[src/rtl/core/bpra_pkg.sv]
`timescale 1ns / 1ps
`default_nettype none

package bpra_pkg;

    // payload widths
    localparam int SIZE_W   = 32;
    localparam int ID_W     = 8;
    localparam int BLOCK_W  = 16;
    localparam int LIMIT_W  = 9;
    localparam int RESV_W   = 10;
    localparam int AVAIL_W  = 10;
    localparam int CFG_IDX_W  = 2;
    localparam int CFG_DATA_W = 16;

    // reset values of the configuration registers
    localparam logic [BLOCK_W-1:0] BLOCK_BYTES_RST = BLOCK_W'(4066);
    localparam logic [LIMIT_W-1:0] POOL_LIMIT_RST  = LIMIT_W'(256);

    // configuration register indexes
    localparam logic [CFG_IDX_W-1:0] CFG_BLOCK_BYTES = CFG_IDX_W'(0);
    localparam logic [CFG_IDX_W-1:0] CFG_POOL_LIMIT  = CFG_IDX_W'(1);

    typedef enum logic [1:0] {
        OP_RESERVE  = 2'd0,
        OP_RELEASE  = 2'd1,
        OP_ALLOCATE = 2'd2,
        OP_FREE     = 2'd3
    } t_opcode;

    typedef enum logic [1:0] {
        ST_OK        = 2'd0,
        ST_REFUSED   = 2'd1,
        ST_UNDERFLOW = 2'd2,
        ST_QUEUE_FULL = 2'd3
    } t_status;

endpackage

`default_nettype wire

[src/rtl/core/bpra_cfg_if.sv]
`timescale 1ns / 1ps
`default_nettype none

interface bpra_cfg_if;
    import bpra_pkg::*;

    logic                  valid;
    logic                  ready;
    logic [CFG_IDX_W-1:0]  index;
    logic [CFG_DATA_W-1:0] data;

    modport source (output valid, output index, output data, input ready);
    modport sink   (input valid, input index, input data, output ready);
endinterface

`default_nettype wire

[src/rtl/core/bpra_in_if.sv]
`timescale 1ns / 1ps
`default_nettype none

interface bpra_in_if;
    import bpra_pkg::*;

    logic              valid;
    logic              ready;
    t_opcode           opcode;
    logic [SIZE_W-1:0] module_size;
    logic [ID_W-1:0]   buffer_id;

    modport source (output valid, output opcode, output module_size, output buffer_id,
                    input ready);
    modport sink   (input valid, input opcode, input module_size, input buffer_id,
                    output ready);
endinterface

`default_nettype wire

[src/rtl/core/bpra_out_if.sv]
`timescale 1ns / 1ps
`default_nettype none

interface bpra_out_if;
    import bpra_pkg::*;

    logic               valid;
    logic               ready;
    t_status            status;
    logic [ID_W-1:0]    granted_id;
    logic [SIZE_W-1:0]  blocks_needed;
    logic [AVAIL_W-1:0] available_blocks;
    logic               fits_pool;

    modport source (output valid, output status, output granted_id, output blocks_needed,
                    output available_blocks, output fits_pool, input ready);
    modport sink   (input valid, input status, input granted_id, input blocks_needed,
                    input available_blocks, input fits_pool, output ready);
endinterface

`default_nettype wire

[src/rtl/core/block_pool_reservation_allocator_top.sv]
// Buffer pool allocator with reservation accounting. Each input transaction carries
// one opcode (reserve, release, allocate, free) and yields exactly one result
// transaction. The block works on one transaction at a time: it is accepted in the
// idle state, the block need is found by a restoring divider that produces one
// quotient bit per cycle, then a rounding step, an update step on the counters and
// the free-id queue memory, and a final step that forms the available count and
// waits until the output register is free. The result sits in an output register,
// and the next transaction is taken while it waits to be collected.
// Recycled ids live in a POOL_DEPTH x 8 synchronous memory used as a circular FIFO;
// it needs no clearing after reset, since an entry is only read after it was written.
// Configuration writes are always accepted and must only happen while idle.
`timescale 1ns / 1ps
`default_nettype none

module block_pool_reservation_allocator_top #(
    parameter int POOL_DEPTH = 256
) (
    input  wire         i_clk,
    input  wire         i_rst_n,
    bpra_cfg_if.sink    i_cfg,
    bpra_in_if.sink     i_in,
    bpra_out_if.source  o_out
);
    import bpra_pkg::*;

    localparam int PTR_W  = (POOL_DEPTH > 1) ? $clog2(POOL_DEPTH) : 1;
    localparam int FILL_W = $clog2(POOL_DEPTH + 1);
    localparam int SUM_W  = ((FILL_W > AVAIL_W) ? FILL_W : AVAIL_W) + 2;
    localparam logic [PTR_W-1:0]  PTR_LAST = PTR_W'(POOL_DEPTH - 1);
    localparam logic [FILL_W-1:0] FILL_MAX = FILL_W'(POOL_DEPTH);

    typedef enum logic [4:0] {
        S_IDLE = 5'b00001,
        S_DIV  = 5'b00010,
        S_CEIL = 5'b00100,
        S_EXEC = 5'b01000,
        S_FIN  = 5'b10000
    } t_state;

    t_state r_state, n_state;

    // configuration registers
    logic [BLOCK_W-1:0] r_block_bytes;
    logic [LIMIT_W-1:0] r_pool_limit;

    // pool state
    logic [LIMIT_W-1:0] r_created;
    logic [RESV_W-1:0]  r_reserved;
    logic [PTR_W-1:0]   r_head;
    logic [PTR_W-1:0]   r_tail;
    logic [FILL_W-1:0]  r_fill;

    // captured transaction
    t_opcode            r_op;
    logic [ID_W-1:0]    r_id;

    // divider
    logic [SIZE_W-1:0]  r_dq;
    logic [BLOCK_W-1:0] r_rem;
    logic [BLOCK_W-1:0] r_divisor;
    logic [4:0]         r_cnt;
    logic [BLOCK_W:0]   w_trial;
    logic [SIZE_W-1:0]  r_need;

    // result fields
    t_status            r_status;
    logic [ID_W-1:0]    r_granted;
    logic               r_out_valid;
    t_status            r_out_status;
    logic [ID_W-1:0]    r_out_granted;
    logic [SIZE_W-1:0]  r_out_need;
    logic [AVAIL_W-1:0] r_out_avail;
    logic               r_out_fits;

    // free-id queue memory
    logic [ID_W-1:0]    r_mem [POOL_DEPTH];
    logic [ID_W-1:0]    r_rd_data;
    logic               w_mem_we;

    logic               w_in_acc;
    logic               w_out_free;
    logic signed [SUM_W-1:0] w_sum;
    logic [AVAIL_W-1:0] w_avail;

    assign i_cfg.ready = 1'b1;
    assign i_in.ready  = (r_state == S_IDLE);
    assign w_in_acc    = i_in.valid && (r_state == S_IDLE);
    assign w_out_free  = !r_out_valid || o_out.ready;

    assign o_out.valid            = r_out_valid;
    assign o_out.status           = r_out_status;
    assign o_out.granted_id       = r_out_granted;
    assign o_out.blocks_needed    = r_out_need;
    assign o_out.available_blocks = r_out_avail;
    assign o_out.fits_pool        = r_out_fits;

    // configuration writes
    always_ff @(posedge i_clk) begin
        if (!i_rst_n) begin
            r_block_bytes <= BLOCK_BYTES_RST;
            r_pool_limit  <= POOL_LIMIT_RST;
        end else if (i_cfg.valid) begin
            if (i_cfg.index == CFG_BLOCK_BYTES) begin
                r_block_bytes <= i_cfg.data[BLOCK_W-1:0];
            end else if (i_cfg.index == CFG_POOL_LIMIT) begin
                r_pool_limit <= i_cfg.data[LIMIT_W-1:0];
            end
        end
    end

    // available count from current state, floored at zero
    always_comb begin
        w_sum = SUM_W'(r_pool_limit) - SUM_W'(r_created) + SUM_W'(r_fill)
              - SUM_W'(r_reserved);
        w_avail = w_sum[SUM_W-1] ? '0 : w_sum[AVAIL_W-1:0];
    end

    // restoring divider trial subtraction
    assign w_trial = {r_rem, r_dq[SIZE_W-1]} - {1'b0, r_divisor};

    // state sequencing
    always_comb begin
        n_state = r_state;
        unique case (r_state)
            S_IDLE: if (w_in_acc) n_state = S_DIV;
            S_DIV:  if (r_cnt == 5'd31) n_state = S_CEIL;
            S_CEIL: n_state = S_EXEC;
            S_EXEC: n_state = S_FIN;
            S_FIN:  if (w_out_free) n_state = S_IDLE;
            default: n_state = S_IDLE;
        endcase
    end

    always_ff @(posedge i_clk) begin
        if (!i_rst_n) begin
            r_state <= S_IDLE;
        end else begin
            r_state <= n_state;
        end
    end

    // capture and divide
    always_ff @(posedge i_clk) begin
        if (w_in_acc) begin
            r_op      <= i_in.opcode;
            r_id      <= i_in.buffer_id;
            r_dq      <= i_in.module_size;
            r_rem     <= '0;
            r_divisor <= r_block_bytes;
            r_cnt     <= '0;
        end else if (r_state == S_DIV) begin
            r_cnt <= r_cnt + 5'd1;
            if (!w_trial[BLOCK_W]) begin
                r_rem <= w_trial[BLOCK_W-1:0];
                r_dq  <= {r_dq[SIZE_W-2:0], 1'b1};
            end else begin
                r_rem <= {r_rem[BLOCK_W-2:0], r_dq[SIZE_W-1]};
                r_dq  <= {r_dq[SIZE_W-2:0], 1'b0};
            end
        end
    end

    // round the quotient up to whole blocks
    always_ff @(posedge i_clk) begin
        if (r_state == S_CEIL) begin
            if (r_divisor == '0) begin
                r_need <= '1;
            end else begin
                r_need <= r_dq + SIZE_W'(r_rem != '0);
            end
        end
    end

    // queue memory: read at head every cycle, write at tail on a push
    assign w_mem_we = (r_state == S_EXEC) && (r_op == OP_FREE) && (r_fill != FILL_MAX);

    always_ff @(posedge i_clk) begin
        if (w_mem_we) begin
            r_mem[r_tail] <= r_id;
        end
        r_rd_data <= r_mem[r_head];
    end

    // apply the operation to the pool state
    always_ff @(posedge i_clk) begin
        if (!i_rst_n) begin
            r_created  <= '0;
            r_reserved <= '0;
            r_head     <= '0;
            r_tail     <= '0;
            r_fill     <= '0;
        end else if (r_state == S_EXEC) begin
            unique case (r_op)
                OP_RESERVE: begin
                    if (r_need < SIZE_W'(w_avail)) begin
                        r_reserved <= r_reserved + r_need[RESV_W-1:0];
                    end
                end
                OP_RELEASE: begin
                    if (SIZE_W'(r_reserved) >= r_need) begin
                        r_reserved <= r_reserved - r_need[RESV_W-1:0];
                    end else begin
                        r_reserved <= '0;
                    end
                end
                OP_ALLOCATE: begin
                    if (r_fill != '0) begin
                        r_head <= (r_head == PTR_LAST) ? '0 : r_head + PTR_W'(1);
                        r_fill <= r_fill - FILL_W'(1);
                    end else if (r_created < r_pool_limit) begin
                        r_created <= r_created + LIMIT_W'(1);
                    end
                end
                OP_FREE: begin
                    if (r_fill != FILL_MAX) begin
                        r_tail <= (r_tail == PTR_LAST) ? '0 : r_tail + PTR_W'(1);
                        r_fill <= r_fill + FILL_W'(1);
                    end
                end
                default: ;
            endcase
        end
    end

    // status and granted id of the operation
    always_ff @(posedge i_clk) begin
        if (r_state == S_EXEC) begin
            r_status  <= ST_OK;
            r_granted <= '0;
            unique case (r_op)
                OP_RESERVE: begin
                    if (!(r_need < SIZE_W'(w_avail))) r_status <= ST_REFUSED;
                end
                OP_RELEASE: begin
                    if (SIZE_W'(r_reserved) < r_need) r_status <= ST_UNDERFLOW;
                end
                OP_ALLOCATE: begin
                    if (r_fill != '0) begin
                        r_granted <= r_rd_data;
                    end else if (r_created < r_pool_limit) begin
                        r_granted <= r_created[ID_W-1:0];
                    end else begin
                        r_status <= ST_REFUSED;
                    end
                end
                OP_FREE: begin
                    if (r_fill == FILL_MAX) r_status <= ST_QUEUE_FULL;
                end
                default: ;
            endcase
        end
    end

    // output register
    always_ff @(posedge i_clk) begin
        if (!i_rst_n) begin
            r_out_valid <= 1'b0;
        end else if ((r_state == S_FIN) && w_out_free) begin
            r_out_valid <= 1'b1;
        end else if (o_out.ready) begin
            r_out_valid <= 1'b0;
        end
    end

    always_ff @(posedge i_clk) begin
        if ((r_state == S_FIN) && w_out_free) begin
            r_out_status  <= r_status;
            r_out_granted <= r_granted;
            r_out_need    <= r_need;
            r_out_avail   <= w_avail;
            r_out_fits    <= (r_need < SIZE_W'(r_pool_limit));
        end
    end

endmodule

`default_nettype wire
[src/flat_wrapper.sv]
// flat-port wrapper written by rule: the top's interface ports become plain ports
module block_pool_reservation_allocator_top_flat import bpra_pkg::*;
#(
    parameter int POOL_DEPTH = 256
)
  (i_clk, i_rst_n, i_cfg_valid, i_cfg_index, i_cfg_data, i_cfg_ready, i_in_valid, i_in_opcode, i_in_module_size, i_in_buffer_id, i_in_ready, o_out_valid, o_out_status, o_out_granted_id, o_out_blocks_needed, o_out_available_blocks, o_out_fits_pool, o_out_ready);
  bpra_cfg_if i_cfg_i ();
  bpra_in_if i_in_i ();
  bpra_out_if o_out_i ();
  input  wire i_clk;
  input  wire i_rst_n;
  input wire logic [$bits(i_cfg_i.valid)-1:0] i_cfg_valid;
  input wire logic [$bits(i_cfg_i.index)-1:0] i_cfg_index;
  input wire logic [$bits(i_cfg_i.data)-1:0] i_cfg_data;
  output wire logic [$bits(i_cfg_i.ready)-1:0] i_cfg_ready;
  input wire logic [$bits(i_in_i.valid)-1:0] i_in_valid;
  input wire logic [$bits(i_in_i.opcode)-1:0] i_in_opcode;
  input wire logic [$bits(i_in_i.module_size)-1:0] i_in_module_size;
  input wire logic [$bits(i_in_i.buffer_id)-1:0] i_in_buffer_id;
  output wire logic [$bits(i_in_i.ready)-1:0] i_in_ready;
  output wire logic [$bits(o_out_i.valid)-1:0] o_out_valid;
  output wire logic [$bits(o_out_i.status)-1:0] o_out_status;
  output wire logic [$bits(o_out_i.granted_id)-1:0] o_out_granted_id;
  output wire logic [$bits(o_out_i.blocks_needed)-1:0] o_out_blocks_needed;
  output wire logic [$bits(o_out_i.available_blocks)-1:0] o_out_available_blocks;
  output wire logic [$bits(o_out_i.fits_pool)-1:0] o_out_fits_pool;
  input wire logic [$bits(o_out_i.ready)-1:0] o_out_ready;
  assign i_cfg_i.valid = i_cfg_valid;
  assign i_cfg_i.index = i_cfg_index;
  assign i_cfg_i.data = i_cfg_data;
  assign i_cfg_ready = i_cfg_i.ready;
  assign i_in_i.valid = i_in_valid;
  assign i_in_i.opcode = i_in_opcode;
  assign i_in_i.module_size = i_in_module_size;
  assign i_in_i.buffer_id = i_in_buffer_id;
  assign i_in_ready = i_in_i.ready;
  assign o_out_valid = o_out_i.valid;
  assign o_out_status = o_out_i.status;
  assign o_out_granted_id = o_out_i.granted_id;
  assign o_out_blocks_needed = o_out_i.blocks_needed;
  assign o_out_available_blocks = o_out_i.available_blocks;
  assign o_out_fits_pool = o_out_i.fits_pool;
  assign o_out_i.ready = o_out_ready;
  block_pool_reservation_allocator_top #(.POOL_DEPTH(POOL_DEPTH)) u_core (.i_clk(i_clk), .i_rst_n(i_rst_n), .i_cfg(i_cfg_i), .i_in(i_in_i), .o_out(o_out_i));
endmodule
[config.mk]
export PLATFORM = sky130hd
export DESIGN_NAME = block_pool_reservation_allocator_top_flat
export DESIGN_NICKNAME = d
export VERILOG_FILES = /design/src/rtl/core/bpra_pkg.sv /design/src/rtl/core/bpra_cfg_if.sv /design/src/rtl/core/bpra_in_if.sv /design/src/rtl/core/bpra_out_if.sv /design/src/rtl/core/block_pool_reservation_allocator_top.sv /design/src/flat_wrapper.sv
export SDC_FILE = /design/constraint.sdc
export NUM_CORES = 2
export LEC_CHECK = 0
export BUFFER_PORTS_ARGS = -buffer_cell sky130_fd_sc_hd__buf_2
export CAP_MARGIN = 10
export CORE_MARGIN = 2
export CORE_UTILIZATION = 57
export DETAILED_ROUTE_END_ITERATION = 7
export GPL_ROUTABILITY_DRIVEN = 0
export PLACE_DENSITY = 0.73
export REMOVE_ABC_BUFFERS = 1
export SYNTH_ARGS = -nofsm -noshare
export SYNTH_HDL_FRONTEND = slang
export SYNTH_SLANG_ARGS = --single-unit
[constraint.sdc]
create_clock -name i_clk -period 13.29 [get_ports i_clk]
set_input_delay 1.9935 -clock i_clk [delete_from_list [all_inputs] [get_ports i_clk]]
set_output_delay 1.9935 -clock i_clk [all_outputs]
set_load 0.05 [all_outputs]
======== After elaboration in Yosys (flattened, before gate mapping) ========
Memory sizes are Yosys's and may differ from the RTL's. A register that Yosys moved wholly into a read port is not among the register bits.
Cells that the tools add are included.
cells by class
  add/subtract/negate cells ............... 13
  $lt $le $gt $ge ......................... 5
  equal/unequal tests ..................... 20
  muxes and demuxes ....................... 29
  bitwise logic cells ..................... 2
  reduce and logical (&&, ||, !) cells .... 23
operators with widths
  operator               number
  $mux W32               2
  $add A32 B1 Y32        1
  $ge A10 B32 Y1         1
  $lt A10 B32 Y1         1
  $lt A32 B10 Y1         1
  $lt A32 B9 Y1          1
  $mux W8                4
  $mux W10               3
  $pmux W5 S5            1
  $pmux W10 S2           1
  $add A9 B1 Y9 const B  2
  $mux W9                2
  $pmux W9 S2            1
  $sub A17 B16 Y17       1
  $add A8 B1 Y8 const B  2
  $eq A8 B8 Y1 const B   2
  $logic_not A16 Y1      1
  $mux W16               1
  $reduce_bool A16 Y1    1
  $mux W5                3
  $reduce_and A3 Y1      5
  $add A12 B9 Y12        1
  $sub A12 B10 Y12       1
  $add A10 B10 Y10       1
  28 further kinds       52
word-level totals
  register bits ........................... 249
  memory bits (writable) .................. 2,048
  output and inout port bits .............. 56
  logic and storage cells ................. 116
  memories ................................ 1
memory list
  name          depth  bits a word  rd ports  clocked after memory_dff  write ports  line                                        RTL
  u_core.r_mem  256    8            1         1                         1            block_pool_reservation_allocator_top.sv:76  logic [ID_W-1:0] r_mem [POOL_DEPTH];

======== Logic depth before layout (Yosys ltp) ========
  depth in word-level cells ............... 7
  depth in mapped cells ................... 28
  gate-level depth less buffers ........... 26

======== Worst setup path after synthesis ========
No wires, ideal clock.
  path type ............................... reg-to-reg
  start ................................... register u_core.r_created[2]
  end ..................................... register u_core.r_reserved[5]
  library setup time ...................... 0.128 ns
  data arrival time ....................... 5.054 ns
  data required time ...................... 13.162 ns
  slack ................................... 8.109 ns
  stages on the path, launching flop included .. 28
  period minus slack after synthesis ...... 5.181 ns
  cells stage by stage .................... dfxtp_1 inv_1 ha_1 nor2b_1 o21a_1 o21ai_1 nand2b_1 a21oi_1 xnor2_1 fa_1 ha_1 a21o_1 a21oi_1 a311o_1 o21ai_1 clkbuf_1 nand2_1 ha_1 a21o_1 a21o_1 a21oi_1 a211o_1 nand3_1 nand2_1 a31oi_2 buf_2 mux2i_1 nor2_1
on the way
  longest elaborated chain between the ends .. 7
RTL lines
  what                                line                                         RTL
  from (decl)                         block_pool_reservation_allocator_top.sv:47   logic [LIMIT_W-1:0] r_created;
  from (signal assigned)              block_pool_reservation_allocator_top.sv:211  r_created <= r_created + LIMIT_W'(1);
  $sub A9 B9 Y10                      block_pool_reservation_allocator_top.sv:113  w_sum = SUM_W'(r_pool_limit) - SUM_W'(r_created) + SUM_W'(r_fill)
  $add A12 B9 Y12                     block_pool_reservation_allocator_top.sv:113
  $sub A12 B10 Y12                    block_pool_reservation_allocator_top.sv:114  - SUM_W'(r_reserved);
  $mux W10                            block_pool_reservation_allocator_top.sv:115  w_avail = w_sum[SUM_W-1] ? '0 : w_sum[AVAIL_W-1:0];
  $lt A32 B10 Y1                      block_pool_reservation_allocator_top.sv:195  if (r_need < SIZE_W'(w_avail)) begin
  $ne A2 B1 Y1 (no source line)       --
  $reduce_and A3 Y1 (no source line)  --
  to (signal assigned)                block_pool_reservation_allocator_top.sv:196  r_reserved <= r_reserved + r_need[RESV_W-1:0];
  to (signal assigned)                block_pool_reservation_allocator_top.sv:201  r_reserved <= r_reserved - r_need[RESV_W-1:0];
  to (decl)                           block_pool_reservation_allocator_top.sv:48   logic [RESV_W-1:0] r_reserved;
Every way passes these cells.
A chain may end at the register's enable or synchronous reset.

======== Worst setup path in the final report ========
  start ................................... register u_core.r_pool_limit[0]
  end ..................................... register u_core.r_reserved[6]
on the way
  longest elaborated chain between the ends .. 7
RTL lines
  what                                line                                         RTL
  from (decl)                         block_pool_reservation_allocator_top.sv:44   logic [LIMIT_W-1:0] r_pool_limit;
  from (signal assigned)              block_pool_reservation_allocator_top.sv:106  r_pool_limit <= i_cfg.data[LIMIT_W-1:0];
  $sub A9 B9 Y10                      block_pool_reservation_allocator_top.sv:113
  $add A12 B9 Y12                     block_pool_reservation_allocator_top.sv:113
  $sub A12 B10 Y12                    block_pool_reservation_allocator_top.sv:114
  $mux W10                            block_pool_reservation_allocator_top.sv:115
  $lt A32 B10 Y1                      block_pool_reservation_allocator_top.sv:195
  $ne A2 B1 Y1 (no source line)       --
  $reduce_and A3 Y1 (no source line)  --
Every way passes these cells.

==> out/results.ini <==
[status]
run_status = finished, final reports clean

[sta]
slew_violations = 0
rsz0062_at_grt = no
tightest_slew_ns = 1.30
whs_ns = 0.429
fin_crit_ns = 6.19
slew_headroom_pct = 13.2
max_freq_ghz = 0.162
setup_violations = 0
fin_crit_sh_pct = 46.6
hold_violations = 0
skew_ns = 0.0457

[clocking]
cts_tree = yes
root_buffer = clkbuf_16
post_cts_buffers = 0
path_clk_slew_ns = 0.06
cts_max_level = 4
cts_sinks = 2305
clockBufferDepth = 3
cts_resized = 0
insertion_delay_ns = 0.88
numCtsBuffers = 220
cts_hold_buf = 0

[layout]
drive_above_1_share_pct = 23.6
synthToLayoutAreaGrowth_pct = 11.2
final_area_sq_mm = 0.103
fin_nets = 5022
mostFrequentLayoutCells = edfxtp_1 (2201), mux4_2 (640), nor2_1 (359)
final_common_cell = edfxtp_1

[yosys]
synth_cell_types = 70
synth-xor-area-share_pct = 0.646
synth_cells = 4677
ys_async_sr_fraction_pct = 0
synth_fa_ha_area_share_pct = 1.54
synth_top_family_by_area = multiplexers
synth_compound_area_share_pct = 2.39
yosys.area.top_type = edfxtp_1
synthSimpleGateAreaFrac_pct = 4.12
ys.flop_type = edfxtp_1
synth_edf_count = 2201
ys_warn_count = 0
synth_area_leaders = edfxtp_1 (72%), mux4_2 (16%), dfxtp_1 (2.3%), nor2_1 (1.5%), ha_1 (1.2%)
synth.cell_area_sq_mm = 0.0923
seq_area_frac_synth_pct = 73.9
netlist.area_leader.share_pct = 71.6
muxShareOfSynthArea_pct = 15.9
syn_avg_cell_area_sq_um = 19.7
ys_ff_latch = 2305

[power]
max-vdd-ir-drop_mv = 0.142
leakage_nw = 31.9
cellPowerDensity_mw_per_mm2 = 148

[die]
initial_core_util_pct = 57.5
fp.dieW_microns = 406
fp.coreArea_sq_mm = 0.161
die_y_microns = 406
io_pins = 121
row_count = 147
die-area_sq_mm = 0.165

[setup_path]
crit_fanout = 17
crit_required_ns = 14.07
start_kind = flop
end_kind = flop
critical_path_class = reg -> reg
cp_data_arrival_time_ns = 6.96
r2r_slack_ns = 7.10

[route]
drt-initial-drc-count = 6003
via_count = 46400
wl_microns = 209000
drtPass1Iterations = 5
wl_per_cell_microns = 29.1
drc = 0
drt-vias-per-instance = 6.45
drt.antenna.violating_nets = 0

[run]
maxCapViolCount = 0

[global_route]
grt_usage_pct = 25.7
use_met2_pct = 40.8
grt_pass1_wl_microns = 309000
busiest_layer = met2
grt_pass1_vias = 46300
grt_max_degree = 248
globalRouteMet1Util_pct = 36.5
grt_use_met3_pct = 4.65
grt_overflow_total = 0
antenna_found_initial = 2

[placed_design]
portBuffers = 119
dp_hpwl_microns = 122000
dpl-instance-area_sq_mm = 0.0952

[worst_hold_path]
hold_class = reg -> reg

[worst max-delay path: stages (launching register included)]
cell and delay [ns]:
dfxtp_1 0.36, inv_1 0.05, ha_1 0.20, fa_1 0.41, nor2b_1 0.14, o21a_1 0.14
o21ai_1 0.10, a21oi_1 0.17, a21oi_1 0.10, xnor2_1 0.18, fa_1 0.45, ha_1 0.34
or2_2 0.13, a21oi_1 0.06, a311o_1 0.32, o21ai_1 0.37, nand2_1 0.17, ha_1 0.35
a2111oi_0 0.81, and3_1 0.28, a31oi_2 0.34, or3_1 0.48, a21oi_1 0.14
[routing by layer]
metal | wire [microns] | up-vias
met5 | 69 | -
met4 | 6790 | 4
met3 | 18500 | 369
met2 | 102000 | 2404
met1 | 81800 | 24300
li1 | - | 19400
[cell usage after synthesis, drive strengths merged (19+ instances only)]
cell,n
or3,22
clkbuf,150
a21oi,91
inv,92
a221oi,19
edfxtp,2201
nand3,81
o21ai,75
dfxtp,104
buf,90
mux4,640
xor2,25
a22oi,40
a21o,23
nand2,255
mux2i,24
nor2,361
ha,91
nand4,25
xnor2,43
nor2b,24
nor3,26
[cells by family after synthesis]
| family | Yosys count |
|---|---|
| muxes | 664 |
| and+or+nand+nor | 867 |
| AOI/OAI and AO/OA | 335 |
| other | 1 |
| adders and majority gates | 105 |
| xor gates and xnor gates | 68 |
| buffers and inverters | 332 |
| DFF | 2305 |
[stage by stage]
stage | setup TNS [ns] | total power, mW | utilization [%] | cells | worst slack, ns
6_report | 0 | 15.1 | 63.9 | 7201 | 7.10
5_1_grt | 0 | 15.5 | 63.9 | 7200 | 6.68
4_1_cts | 0 | 15.2 | 63.9 | 7198 | 7.15
3_3_place_gp | 0 | 8.96 | 59.3 | 6788 | 7.34
2_1_floorplan | -147.15 | 8.79 | - | 4437 | -9.46
3_5_place_dp | 0 | 8.99 | 59.3 | 6788 | 7.19
[final cells by class]
cell class,count,area [sq um]
inverter,92,345
clock inverter,147,1550
timing repair buffer,193,1290
tap,2160,2700
sequential,2305,68200
fill,10500,58000
multi-input combinational,2040,22800
clock buffer,263,5740
antenna,1,2.50
[worst paths after layout]
kind / start / endpoint / cells past startpoint
worst max register to register: u_core.r_pool_limit[0] / u_core.r_reserved[6] / 22
worst min-delay path: u_core.r_block_bytes[5] / u_core.r_divisor[5] / 0
worst min register to register: u_core.r_block_bytes[5] / u_core.r_divisor[5] / 0
worst max-delay path: u_core.r_pool_limit[0] / u_core.r_reserved[6] / 22
[power breakdown]
| part | internal, mW | switching, mW | total, mW |
|---|---|---|---|
| Sequential | 8.19 | 0.0454 | 8.24 |
| Combinational | 0.135 | 0.474 | 0.609 |
| Clock | 3.58 | 2.72 | 6.30 |
| Total | 11.9 | 3.24 | 15.1 |
[registers in the layout, summed over array words and instances (netlist names), 5 cells and up]
name,flops
u_core.r_tail,8
u_core.r_dq,32
u_core.r_state,5
u_core.o_out.granted_id,8
u_core.r_mem,2048
u_core.r_cnt,5
u_core.r_rem,16
u_core.r_pool_limit,9
u_core.r_id,8
u_core.r_reserved,10
u_core.r_divisor,16
u_core.o_out.blocks_needed,32
u_core.r_fill,9
u_core.r_granted,8
u_core.r_rd_data,8
u_core.o_out.available_blocks,10
u_core.r_head,8
u_core.r_block_bytes,16
u_core.r_need,32
u_core.r_created,9
(Power assumes the default switching activity.)
